--- config.mk ---
export PLATFORM = sky130hd
export DESIGN_NAME = convex_polygon_scanline_fill
export DESIGN_NICKNAME = d
export VERILOG_FILES = /design/src/rtl/core/cpsf_pkg.sv /design/src/rtl/core/convex_polygon_scanline_fill.sv /design/src/rtl/core/cpsf_div.sv /design/src/rtl/core/cpsf_edge_tab.sv
export VERILOG_INCLUDE_DIRS = /design/src /design/src/rtl/core
export SDC_FILE = /design/constraint.sdc
export NUM_CORES = 2
export LEC_CHECK = 0
export BUFFER_PORTS_ARGS = -buffer_cell sky130_fd_sc_hd__clkbuf_2
export CAP_MARGIN = 20
export CORE_ASPECT_RATIO = 1.4
export CORE_UTILIZATION = 40
export CTS_CLUSTER_SIZE = 10
export DETAILED_ROUTE_END_ITERATION = 10
export GPL_ROUTABILITY_DRIVEN = 0
export PLACE_DENSITY = 0.58
export SETUP_SLACK_MARGIN = 0.1
export SLEW_MARGIN = 20
export SYNTH_ARGS = -nofsm -noshare
export SYNTH_HDL_FRONTEND = slang
export SYNTH_SLANG_ARGS = --single-unit
--- constraint.sdc ---
create_clock -name clk_i -period 12.6 [get_ports clk_i]
set_input_delay 2.52 -clock clk_i [delete_from_list [all_inputs] [get_ports clk_i]]
set_output_delay 2.52 -clock clk_i [all_outputs]
set_load 0.02 [all_outputs]
--- src/rtl/core/convex_polygon_scanline_fill_macros.svh ---
// Assertion macros used by the top module of the polygon fill block.
`ifndef CONVEX_POLYGON_SCANLINE_FILL_MACROS_SVH
`define CONVEX_POLYGON_SCANLINE_FILL_MACROS_SVH

`ifndef SYNTH
`define CPSF_ASSERT(lbl, clk, rst_n, prop) \
  lbl: assert property (@(posedge clk) disable iff (!rst_n) prop) \
    else $error("cpsf assertion failed");
`define CPSF_NEVER(lbl, clk, rst_n, cond) \
  lbl: assert property (@(posedge clk) disable iff (!rst_n) !(cond)) \
    else $error("cpsf forbidden condition seen");
`else
`define CPSF_ASSERT(lbl, clk, rst_n, prop)
`define CPSF_NEVER(lbl, clk, rst_n, cond)
`endif

`endif

--- src/rtl/core/cpsf_pkg.sv ---
package cpsf_pkg;

  localparam int GRID_SIZE_DEF = 32;
  localparam int FRAC_BITS_DEF = 16;
  localparam int FIELD_W       = 5;
  localparam int SPAN_W        = 10;

  typedef struct packed {
    logic [FIELD_W-1:0] xb;
    logic [FIELD_W-1:0] yb;
    logic [FIELD_W-1:0] xt;
    logic [FIELD_W-1:0] yt;
  } edge_t;

  typedef struct packed {
    logic wr_en;
    logic rd_en;
    logic rd_slot;
    logic clr;
  } tab_ctrl_t;

endpackage

--- src/rtl/core/convex_polygon_scanline_fill.sv ---
// Convex polygon scanline fill.
// Edges of one polygon enter on the command port: an edge is taken at a
// rising edge where start_i is high and busy_o is low. An edge that is not
// the last one is stored in the edge table in that cycle if its rows lie in
// the grid; busy_o stays low and the next edge may follow in the next cycle.
// The edge marked by last_edge_i is stored as well and starts the fill. busy_o
// then stays high while the rows from the lowest bottom row up to the highest
// top row, excluding it, are walked. Each row yields one span transfer, shown
// for one cycle with span_valid_o high; last_span_o marks the final one.
// A row passes the states S_ROW, S_ROW_R and S_EMIT, and each active edge
// that ends there is reloaded; the slope of every new edge comes from one
// shared restoring divider that yields one quotient bit per cycle. The fill
// starts with the loads of the left and right edges of the lowest row, and
// the walk ends by emptying the table.
// The receiver cannot hold spans off; every span is valid for one cycle only.
// Reset empties the edge table, clears the active edges and resets the row bounds.
// The edge table is emptied again at the end of every fill.
module convex_polygon_scanline_fill #(
  parameter int GRID_SIZE = cpsf_pkg::GRID_SIZE_DEF,
  parameter int FRAC_BITS = cpsf_pkg::FRAC_BITS_DEF
) (
  input  logic        clk_i,
  input  logic        rst_ni,
  input  logic        start_i,
  output logic        busy_o,
  input  logic [4:0]  x_bottom_i,
  input  logic [4:0]  y_bottom_i,
  input  logic [4:0]  x_top_i,
  input  logic [4:0]  y_top_i,
  input  logic [23:0] fill_colour_i,
  input  logic        last_edge_i,
  output logic        span_valid_o,
  output logic [4:0]  span_row_o,
  output logic [4:0]  span_first_o,
  output logic [4:0]  span_last_o,
  output logic        span_present_o,
  output logic [23:0] span_colour_o,
  output logic        last_span_o
);

`include "convex_polygon_scanline_fill_macros.svh"

  localparam int RW = $clog2(GRID_SIZE);
  localparam int XW = FRAC_BITS + 6;
  localparam int IW = cpsf_pkg::SPAN_W;
  localparam logic signed [IW-1:0] GRID_MAX = IW'(GRID_SIZE - 1);
  localparam logic [XW:0] ROUND_UP = (XW+1)'((1 << FRAC_BITS) - 1);

  typedef enum logic [2:0] {
    S_IDLE, S_IL_RD, S_IR_RD, S_LOAD, S_DIV, S_ROW, S_ROW_R, S_EMIT
  } state_e;

  state_e          state_q, ret_q;
  logic            tgt_q;
  logic [RW-1:0]   y_q, low_q, high_q;
  cpsf_pkg::edge_t left_q, right_q;
  logic [XW-1:0]   lx_q, rx_q, sl_q, sr_q;
  logic [23:0]     colour_q;
  logic            accept, in_range, div_start, div_done, rd_v1;
  logic [XW-1:0]   quo;
  logic [RW-1:0]   in_row, in_top, rd_row;
  cpsf_pkg::edge_t in_edge, rd_edge;
  cpsf_pkg::tab_ctrl_t ctrl;
  logic signed [5:0] dx, dy;
  logic [XW:0]     l_ceil;
  logic signed [IW-1:0] first_s, last_s, first_c, last_c;
  logic            adj, present;

  assign accept   = start_i && (state_q == S_IDLE);
  assign busy_o   = (state_q != S_IDLE);
  assign in_range = (int'(y_bottom_i) < GRID_SIZE) && (int'(y_top_i) < GRID_SIZE);
  assign in_row   = RW'(y_bottom_i);
  assign in_top   = RW'(y_top_i);
  assign in_edge  = '{xb: x_bottom_i, yb: y_bottom_i, xt: x_top_i, yt: y_top_i};

  always_comb begin
    ctrl.wr_en   = accept && in_range;
    ctrl.rd_en   = 1'b0;
    ctrl.rd_slot = 1'b0;
    ctrl.clr     = 1'b0;
    rd_row       = y_q;
    unique case (state_q)
      S_IL_RD: begin
        ctrl.rd_en = 1'b1;
        rd_row     = low_q;
      end
      S_IR_RD: begin
        ctrl.rd_en   = 1'b1;
        ctrl.rd_slot = 1'b1;
        rd_row       = low_q;
      end
      S_ROW: begin
        ctrl.rd_en = 1'b1;
        ctrl.clr   = (y_q >= high_q);
      end
      S_ROW_R: begin
        ctrl.rd_en   = 1'b1;
        ctrl.rd_slot = rd_v1;
      end
      default: begin
      end
    endcase
  end

  cpsf_edge_tab #(
    .GRID_SIZE(GRID_SIZE),
    .RW       (RW)
  ) u_tab (
    .clk_i    (clk_i),
    .rst_ni   (rst_ni),
    .ctrl_i   (ctrl),
    .wr_row_i (in_row),
    .wr_edge_i(in_edge),
    .rd_row_i (rd_row),
    .rd_v1_o  (rd_v1),
    .rd_edge_o(rd_edge)
  );

  assign div_start = (state_q == S_LOAD);
  assign dx = $signed({1'b0, rd_edge.xt}) - $signed({1'b0, rd_edge.xb});
  assign dy = $signed({1'b0, rd_edge.yt}) - $signed({1'b0, rd_edge.yb});

  cpsf_div #(
    .FRAC_BITS(FRAC_BITS)
  ) u_div (
    .clk_i  (clk_i),
    .rst_ni (rst_ni),
    .start_i(div_start),
    .dx_i   (dx),
    .dy_i   (dy),
    .done_o (div_done),
    .quo_o  (quo)
  );

  assign l_ceil  = {lx_q[XW-1], lx_q} + ROUND_UP;
  assign first_s = IW'($signed(l_ceil[XW:FRAC_BITS]));
  assign adj     = (rx_q[FRAC_BITS-1:0] == '0) && (lx_q != rx_q);
  assign last_s  = IW'($signed(rx_q[XW-1:FRAC_BITS])) - (adj ? IW'(1) : IW'(0));
  assign first_c = (first_s < 0) ? '0 : first_s;
  assign last_c  = (last_s > GRID_MAX) ? GRID_MAX : last_s;
  assign present = (first_c <= last_c);

  always_ff @(posedge clk_i or negedge rst_ni) begin
    if (!rst_ni) begin
      state_q        <= S_IDLE;
      ret_q          <= S_IDLE;
      tgt_q          <= 1'b0;
      y_q            <= '0;
      low_q          <= RW'(GRID_SIZE - 1);
      high_q         <= '0;
      left_q         <= '0;
      right_q        <= '0;
      lx_q           <= '0;
      rx_q           <= '0;
      sl_q           <= '0;
      sr_q           <= '0;
      colour_q       <= '0;
      span_valid_o   <= 1'b0;
      span_row_o     <= '0;
      span_first_o   <= '0;
      span_last_o    <= '0;
      span_present_o <= 1'b0;
      span_colour_o  <= '0;
      last_span_o    <= 1'b0;
    end else begin
      span_valid_o <= 1'b0;
      unique case (state_q)
        S_IDLE: begin
          if (accept) begin
            if (in_range) begin
              if (in_row < low_q) begin
                low_q <= in_row;
              end
              if (in_top > high_q) begin
                high_q <= in_top;
              end
            end
            if (last_edge_i) begin
              colour_q <= fill_colour_i;
              state_q  <= S_IL_RD;
            end
          end
        end
        S_IL_RD: begin
          tgt_q   <= 1'b0;
          ret_q   <= S_IR_RD;
          state_q <= S_LOAD;
        end
        S_IR_RD: begin
          tgt_q   <= 1'b1;
          ret_q   <= S_ROW;
          y_q     <= low_q;
          state_q <= S_LOAD;
        end
        S_LOAD: begin
          if (tgt_q) begin
            right_q <= rd_edge;
            rx_q    <= XW'(rd_edge.xb) << FRAC_BITS;
          end else begin
            left_q <= rd_edge;
            lx_q   <= XW'(rd_edge.xb) << FRAC_BITS;
          end
          state_q <= S_DIV;
        end
        S_DIV: begin
          if (div_done) begin
            if (tgt_q) begin
              sr_q <= quo;
            end else begin
              sl_q <= quo;
            end
            state_q <= ret_q;
          end
        end
        S_ROW: begin
          if (y_q >= high_q) begin
            low_q   <= RW'(GRID_SIZE - 1);
            high_q  <= '0;
            state_q <= S_IDLE;
          end else if (int'(left_q.yt) == int'(y_q)) begin
            tgt_q   <= 1'b0;
            ret_q   <= S_ROW_R;
            state_q <= S_LOAD;
          end else begin
            state_q <= S_ROW_R;
          end
        end
        S_ROW_R: begin
          if (int'(right_q.yt) == int'(y_q)) begin
            tgt_q   <= 1'b1;
            ret_q   <= S_EMIT;
            state_q <= S_LOAD;
          end else begin
            state_q <= S_EMIT;
          end
        end
        S_EMIT: begin
          span_valid_o   <= 1'b1;
          span_row_o     <= 5'(y_q);
          span_first_o   <= present ? first_c[4:0] : '0;
          span_last_o    <= present ? last_c[4:0] : '0;
          span_present_o <= present;
          span_colour_o  <= colour_q;
          last_span_o    <= (y_q + 1'b1 == high_q);
          lx_q           <= lx_q + sl_q;
          rx_q           <= rx_q + sr_q;
          y_q            <= y_q + 1'b1;
          state_q        <= S_ROW;
        end
        default: begin
          state_q <= S_IDLE;
        end
      endcase
    end
  end

  `CPSF_ASSERT(a_span_busy, clk_i, rst_ni, span_valid_o |-> busy_o)
  `CPSF_ASSERT(a_last_starts, clk_i, rst_ni, (accept && last_edge_i) |=> busy_o)
  `CPSF_NEVER(a_div_place, clk_i, rst_ni, div_done && (state_q != S_DIV))
  `CPSF_ASSERT(a_last_flag, clk_i, rst_ni, last_span_o && span_valid_o |=> !span_valid_o)

endmodule

--- src/rtl/core/cpsf_div.sv ---
module cpsf_div #(
  parameter int FRAC_BITS = cpsf_pkg::FRAC_BITS_DEF
) (
  input  logic                    clk_i,
  input  logic                    rst_ni,
  input  logic                    start_i,
  input  logic signed [5:0]       dx_i,
  input  logic signed [5:0]       dy_i,
  output logic                    done_o,
  output logic [FRAC_BITS+5:0]    quo_o
);

  localparam int NW = FRAC_BITS + 5;
  localparam int XW = FRAC_BITS + 6;
  localparam int CW = $clog2(NW + 1);

  logic          run_q, done_q, neg_q, zero_q;
  logic [CW-1:0] cnt_q;
  logic [4:0]    rem_q, den_q;
  logic [NW-1:0] num_q;
  logic [5:0]    dx_abs, dy_abs, t;
  logic          ge;
  logic [XW-1:0] ext;

  assign dx_abs = dx_i[5] ? 6'(-dx_i) : dx_i;
  assign dy_abs = dy_i[5] ? 6'(-dy_i) : dy_i;
  assign t      = {rem_q, num_q[NW-1]};
  assign ge     = t >= {1'b0, den_q};
  assign ext    = {1'b0, num_q};

  always_ff @(posedge clk_i or negedge rst_ni) begin
    if (!rst_ni) begin
      run_q  <= 1'b0;
      done_q <= 1'b0;
      cnt_q  <= '0;
      neg_q  <= 1'b0;
      zero_q <= 1'b0;
      rem_q  <= '0;
      den_q  <= '0;
      num_q  <= '0;
    end else begin
      done_q <= 1'b0;
      if (start_i) begin
        run_q  <= 1'b1;
        cnt_q  <= CW'(NW);
        neg_q  <= dx_i[5] ^ dy_i[5];
        zero_q <= (dy_i == 6'sd0);
        rem_q  <= '0;
        den_q  <= dy_abs[4:0];
        num_q  <= {dx_abs[4:0], {FRAC_BITS{1'b0}}};
      end else if (run_q) begin
        rem_q <= ge ? 5'(t - {1'b0, den_q}) : t[4:0];
        num_q <= {num_q[NW-2:0], ge};
        cnt_q <= cnt_q - 1'b1;
        if (cnt_q == CW'(1)) begin
          run_q  <= 1'b0;
          done_q <= 1'b1;
        end
      end
    end
  end

  assign done_o = done_q;
  assign quo_o  = zero_q ? '0 : (neg_q ? XW'(~ext + 1'b1) : ext);

endmodule

--- src/rtl/core/cpsf_edge_tab.sv ---
module cpsf_edge_tab #(
  parameter int GRID_SIZE = cpsf_pkg::GRID_SIZE_DEF,
  parameter int RW        = $clog2(GRID_SIZE)
) (
  input  logic                clk_i,
  input  logic                rst_ni,
  input  cpsf_pkg::tab_ctrl_t ctrl_i,
  input  logic [RW-1:0]       wr_row_i,
  input  cpsf_pkg::edge_t     wr_edge_i,
  input  logic [RW-1:0]       rd_row_i,
  output logic                rd_v1_o,
  output cpsf_pkg::edge_t     rd_edge_o
);

  cpsf_pkg::edge_t mem [2*GRID_SIZE];
  logic [GRID_SIZE-1:0] v0_q, v1_q;
  cpsf_pkg::edge_t rd_q;
  logic rd_ok_q;
  logic wr_slot, rd_ok;

  assign wr_slot = v0_q[wr_row_i];
  assign rd_v1_o = v1_q[rd_row_i];
  assign rd_ok   = ctrl_i.rd_slot ? v1_q[rd_row_i] : v0_q[rd_row_i];

  always_ff @(posedge clk_i) begin
    if (ctrl_i.wr_en) begin
      mem[{wr_row_i, wr_slot}] <= wr_edge_i;
    end
    if (ctrl_i.rd_en) begin
      rd_q <= mem[{rd_row_i, ctrl_i.rd_slot}];
    end
  end

  always_ff @(posedge clk_i or negedge rst_ni) begin
    if (!rst_ni) begin
      v0_q    <= '0;
      v1_q    <= '0;
      rd_ok_q <= 1'b0;
    end else begin
      if (ctrl_i.rd_en) begin
        rd_ok_q <= rd_ok;
      end
      if (ctrl_i.clr) begin
        v0_q <= '0;
        v1_q <= '0;
      end else if (ctrl_i.wr_en) begin
        if (wr_slot) begin
          v1_q[wr_row_i] <= 1'b1;
        end else begin
          v0_q[wr_row_i] <= 1'b1;
        end
      end
    end
  end

  assign rd_edge_o = rd_ok_q ? rd_q : '0;

endmodule
==> run summary <==
Worst R2R Start - state_q[2]$_DFFE_PN0P_
Async S/R FF share, synth - 18.3%
Crit path buf inv count - 4
Clock latency on the worst-skew pair - 0.84 ns
Cell mode on critical path - buf_4
R2R cell count - 14
Net count after synthesis - 6257
Result of the run - finished clean
Post-route insts no fill - 8571
CP Capture Type - flop
Die outline width - 367 µm
Hold Crit Class - flop to flop
Root buf cell - clkbuf_16
Relative area change from synthesis to final layout - 10.9%
Count of mapped cells out of synthesis - 6118
Final-stage net count - 6174
Final critical delay including setup and external delays - 7.34 ns
Number of detailed-route iterations in the first pass - 8
Detailed Place HPWL - 147 mm
Die height - 513 µm
Netlist cell types - 80
Setup TNS - 0 ns
Area share of the largest cell type after synthesis - 52.3%
Worst setup path class - flop to flop
XOR/XNOR share of the synthesized area - 1.37%
FF-to-FF setup slack - 5.26 ns
Transition time of the tightest slew-check pin - 1.21 ns
Post-Synth Adder-Cell Area - 1.58%
Post-synth top area cell - edfxtp_1
Synth Area in Simple Gates - 9.85%
Wire length of the first global-routing pass - 379 mm
Via count normalized by instance count - 6.56
Clock-pin slew reported for the worst setup and hold paths after clock tree synthesis - 0.06 ns
Final critical-path share of the clock period - 58.3%
Routed wire length per instance - 30.7 µm
Critical path launch point type - flop
DRC violation count after routing - 0
Total number of vias - 56200
Hold buffer count at cts - 0
Setup Fix Bufs, Post-CTS - 0
Number of flip-flops and latches in the synthesized netlist - 1591
Clock sink count - 1591
Multi-input gate area in the final layout - 26400 µm²
Number of gates resized after cts - 0
# rows - 187
Ranking of synthesized cells by area - edfxtp_1 (52%), dfrtp_1 (9.6%), o22ai_1 (3.3%)
Hold Crit Endpoint - span_colour_o[8]$_DFFE_PN0P_
Tot Pwr - 0.0114 W
Initial Utilization - 40.3%
Number of global-route vias before repair - 55800
Dominant combinational cell family by area after synthesis - compound AO/OA/AOI/OAI gates
Area used by sequential logic in the layout - 46300 µm²
Number of flops mapped to enable cells by yosys - 1300
Critical path arrival - 7.96 ns
Cell type of the slowest stage on the worst timing path - buf_4
Clock tree from TritonCTS - yes
Largest net degree at the start of global routing - 192
Met1 Use GR - 32.2%
First DRT Iteration DRCs - 6444
Number of primary I/O pins - 91
Share of the synthesized area in compound gates (AO/OA/AOI/OAI) - 16.8%
Fillers - 16700
Max-cap violations - 0
Final hold violation count - 0
Count of final setup violators - 0
Reg-to-reg critical path endpoint - u_tab.rd_q[16]$_DFFE_PP_
Die area - 188000 µm²
Sequential cell area fraction in the yosys report - 62.1%
Most frequent cells after synthesis - edfxtp_1 (1300), nand2_1 (568), nor2_1 (417)
Share of synthesized area spent on multiplexers - 5.25%
Worst Hold Path Cells - 2
Largest incremental delay on the critical path - 0.73 ns
Normalized max-slew margin - 19.4%
RSZ-0062 raised after global routing - false
Start point of the worst hold path - colour_q[8]$_DFFE_PN0P_
Max Fanout on Critical Path - 191
Crit path depth - 14
PortBufs - 90
CP required - 13.22 ns
Setup Skew - 0.0327 ns
Clock buffers created by TritonCTS - 178
Initial antenna violation count - 11
Area of the placeable core - 185000 µm²
Cell with the most instances after synthesis - edfxtp_1
H-tree level count - 4
Syn_area_per_cell - 12.2 µm²
Critical path cell sequence - inv_8 -> buf_4 -> nand3_2 -> and2_1 -> o211ai_1 -> a32oi_2 -> o2111ai_4 -> buf_4 -> buf_12 -> a2111oi_0 -> a211oi_1 -> o22ai_1 -> or3_1 -> nor4_1
Cell area after synthesis - 74600 µm²
Total global-route track usage - 27.2%
Post-Route WL - 263 mm
Slew Viols, Final - 0
Yosys Warn Count - 0
Maximum root-to-sink buffer count - 3
Top flip-flop cell by instance count after synthesis - edfxtp_1
Met2 Track Usage GR - 45.5%
Share of layout cells above drive strength 1 - 12.8%
Worst-case vdd ir drop - 0.111 mV
Placed Cells incl. Taps - 8312
Power density relative to cell area - 138 nW/µm²
GRT overflow - 0
Layer with the highest usage - met2
Antenna-violating nets left - 0
Critical path's top delay family - buffers and inverters
Fraction of met3 tracks used by global routing - 5.40%
Static leakage - 27.6 nW
Maximum clock rate - 136 MHz
-- final cells by class --
cell class / count / share of cell area (%)
well taps: 2457 / 3.72
flip-flops and latches: 1591 / 56.0
inverters: 70 / 0.330
clock inverters: 13 / 0.209
clock buffers: 243 / 5.78
diodes: 3 / 0.00907
repair buffers: 239 / 2.04
multi-input cells: 3955 / 31.9
-- cells by family after synthesis --
family / count (synthesis)
and+or+nand+nor: 1622
AOI/OAI and AO/OA: 1781
xor gates and xnor gates: 116
DFF: 1591
muxes: 345
adders and majority gates: 91
buffers and inverters: 572
-- registers in the layout, summed over array words and instances, names as in the netlist, 20 cells and up --
signal	cells
u_tab.v0_q	32
u_tab.rd_q	20
u_div.num_q	21
colour_q	24
lx_q	22
rx_q	22
u_tab.v1_q	32
sr_q	22
u_tab.mem	1280
sl_q	22
span_colour_o	24
-- through the flow --
step / worst slack [ns] / hold slack, ns / util (%) / instance area [µm²]
2_1_floorplan: 6.51 / 0.435 / - / 74600
3_3_place_gp: 5.47 / 0.444 / 42.0 / 77800
3_5_place_dp: 5.48 / 0.451 / 42.0 / 77800
4_1_cts: 5.41 / 0.464 / 44.6 / 82700
5_1_grt: 4.96 / 0.492 / 44.7 / 82700
6_report: 5.26 / 0.459 / 44.7 / 82800
-- power by group --
group          leakage [nW]  total, W  switching (W)  internal (W)
Combinational          9.65  0.000959       0.000728      0.000231
Sequential             15.6   0.00572     0.00000802       0.00571
Clock                  2.40   0.00471        0.00208       0.00263
Total                  27.6    0.0114        0.00281       0.00857
-- worst reg2reg max path, cell delays in order (launching register included) --
cell and delay (ns):
dfrtp_4 0.69, inv_8 0.70, buf_4 0.74, nand3_2 0.34
and2_1 0.53, o211ai_1 0.36, a32oi_2 0.19, o2111ai_4 0.31
buf_4 0.70, buf_12 0.81, a2111oi_0 0.28, a211oi_1 0.36
o22ai_1 0.17, or3_1 0.59, nor4_1 0.36
-- layer usage --
| metal | vias to the layer above | part of all wire [%] |
|---|---|---|
| li1 | 23900 | - |
| met1 | 28500 | 37 |
| met2 | 3075 | 48 |
| met3 | 698 | 8.7 |
| met4 | 8 | 6.3 |
| met5 | - | 0.021 |
-- layout by cell type, fill, tap and decap left out, types with 49 or more instances in the layout --
| master | n |
|---|---|
| edfxtp_1 | 1300 |
| nand2_1 | 560 |
| o22ai_1 | 390 |
| nor2_1 | 345 |
| dfrtp_1 | 283 |
| o21ai_0 | 246 |
| nor3_1 | 226 |
| o221ai_1 | 219 |
| mux2_2 | 212 |
| a211oi_1 | 197 |
| clkbuf_16 | 181 |
| buf_4 | 146 |
| o311ai_0 | 140 |
| a31oi_1 | 133 |
| and2_1 | 130 |
| a2111oi_0 | 121 |
| mux2i_1 | 116 |
| a21oi_1 | 103 |
| ha_1 | 86 |
| clkbuf_2 | 78 |
| o21a_1 | 73 |
| nand3_1 | 68 |
| inv_1 | 65 |
| xnor2_1 | 61 |
| clkbuf_1 | 60 |
| nor2_2 | 56 |
| xor2_1 | 54 |
| nand4_1 | 49 |
-- worst max path at each step --
| stage | startpoint | end | slack (ns) |
|---|---|---|---|
| global placement | y_bottom_i[0] | u_tab.mem[46][2]$_DFFE_PP_ | 5.47 |
| CTS | state_q[2]$_DFFE_PN0P_ | u_tab.rd_q[16]$_DFFE_PP_ | 5.41 |
| finish | state_q[2]$_DFFE_PN0P_ | u_tab.rd_q[16]$_DFFE_PP_ | 5.26 |
| detailed placement | y_bottom_i[0] | u_tab.mem[46][19]$_DFFE_PP_ | 5.48 |
| floorplan | y_bottom_i[0] | u_tab.mem[14][0]$_DFFE_PP_ | 6.51 |
| global route | state_q[2]$_DFFE_PN0P_ | u_tab.rd_q[10]$_DFFE_PP_ | 4.96 |
Power figures use the tool's default switching activity.
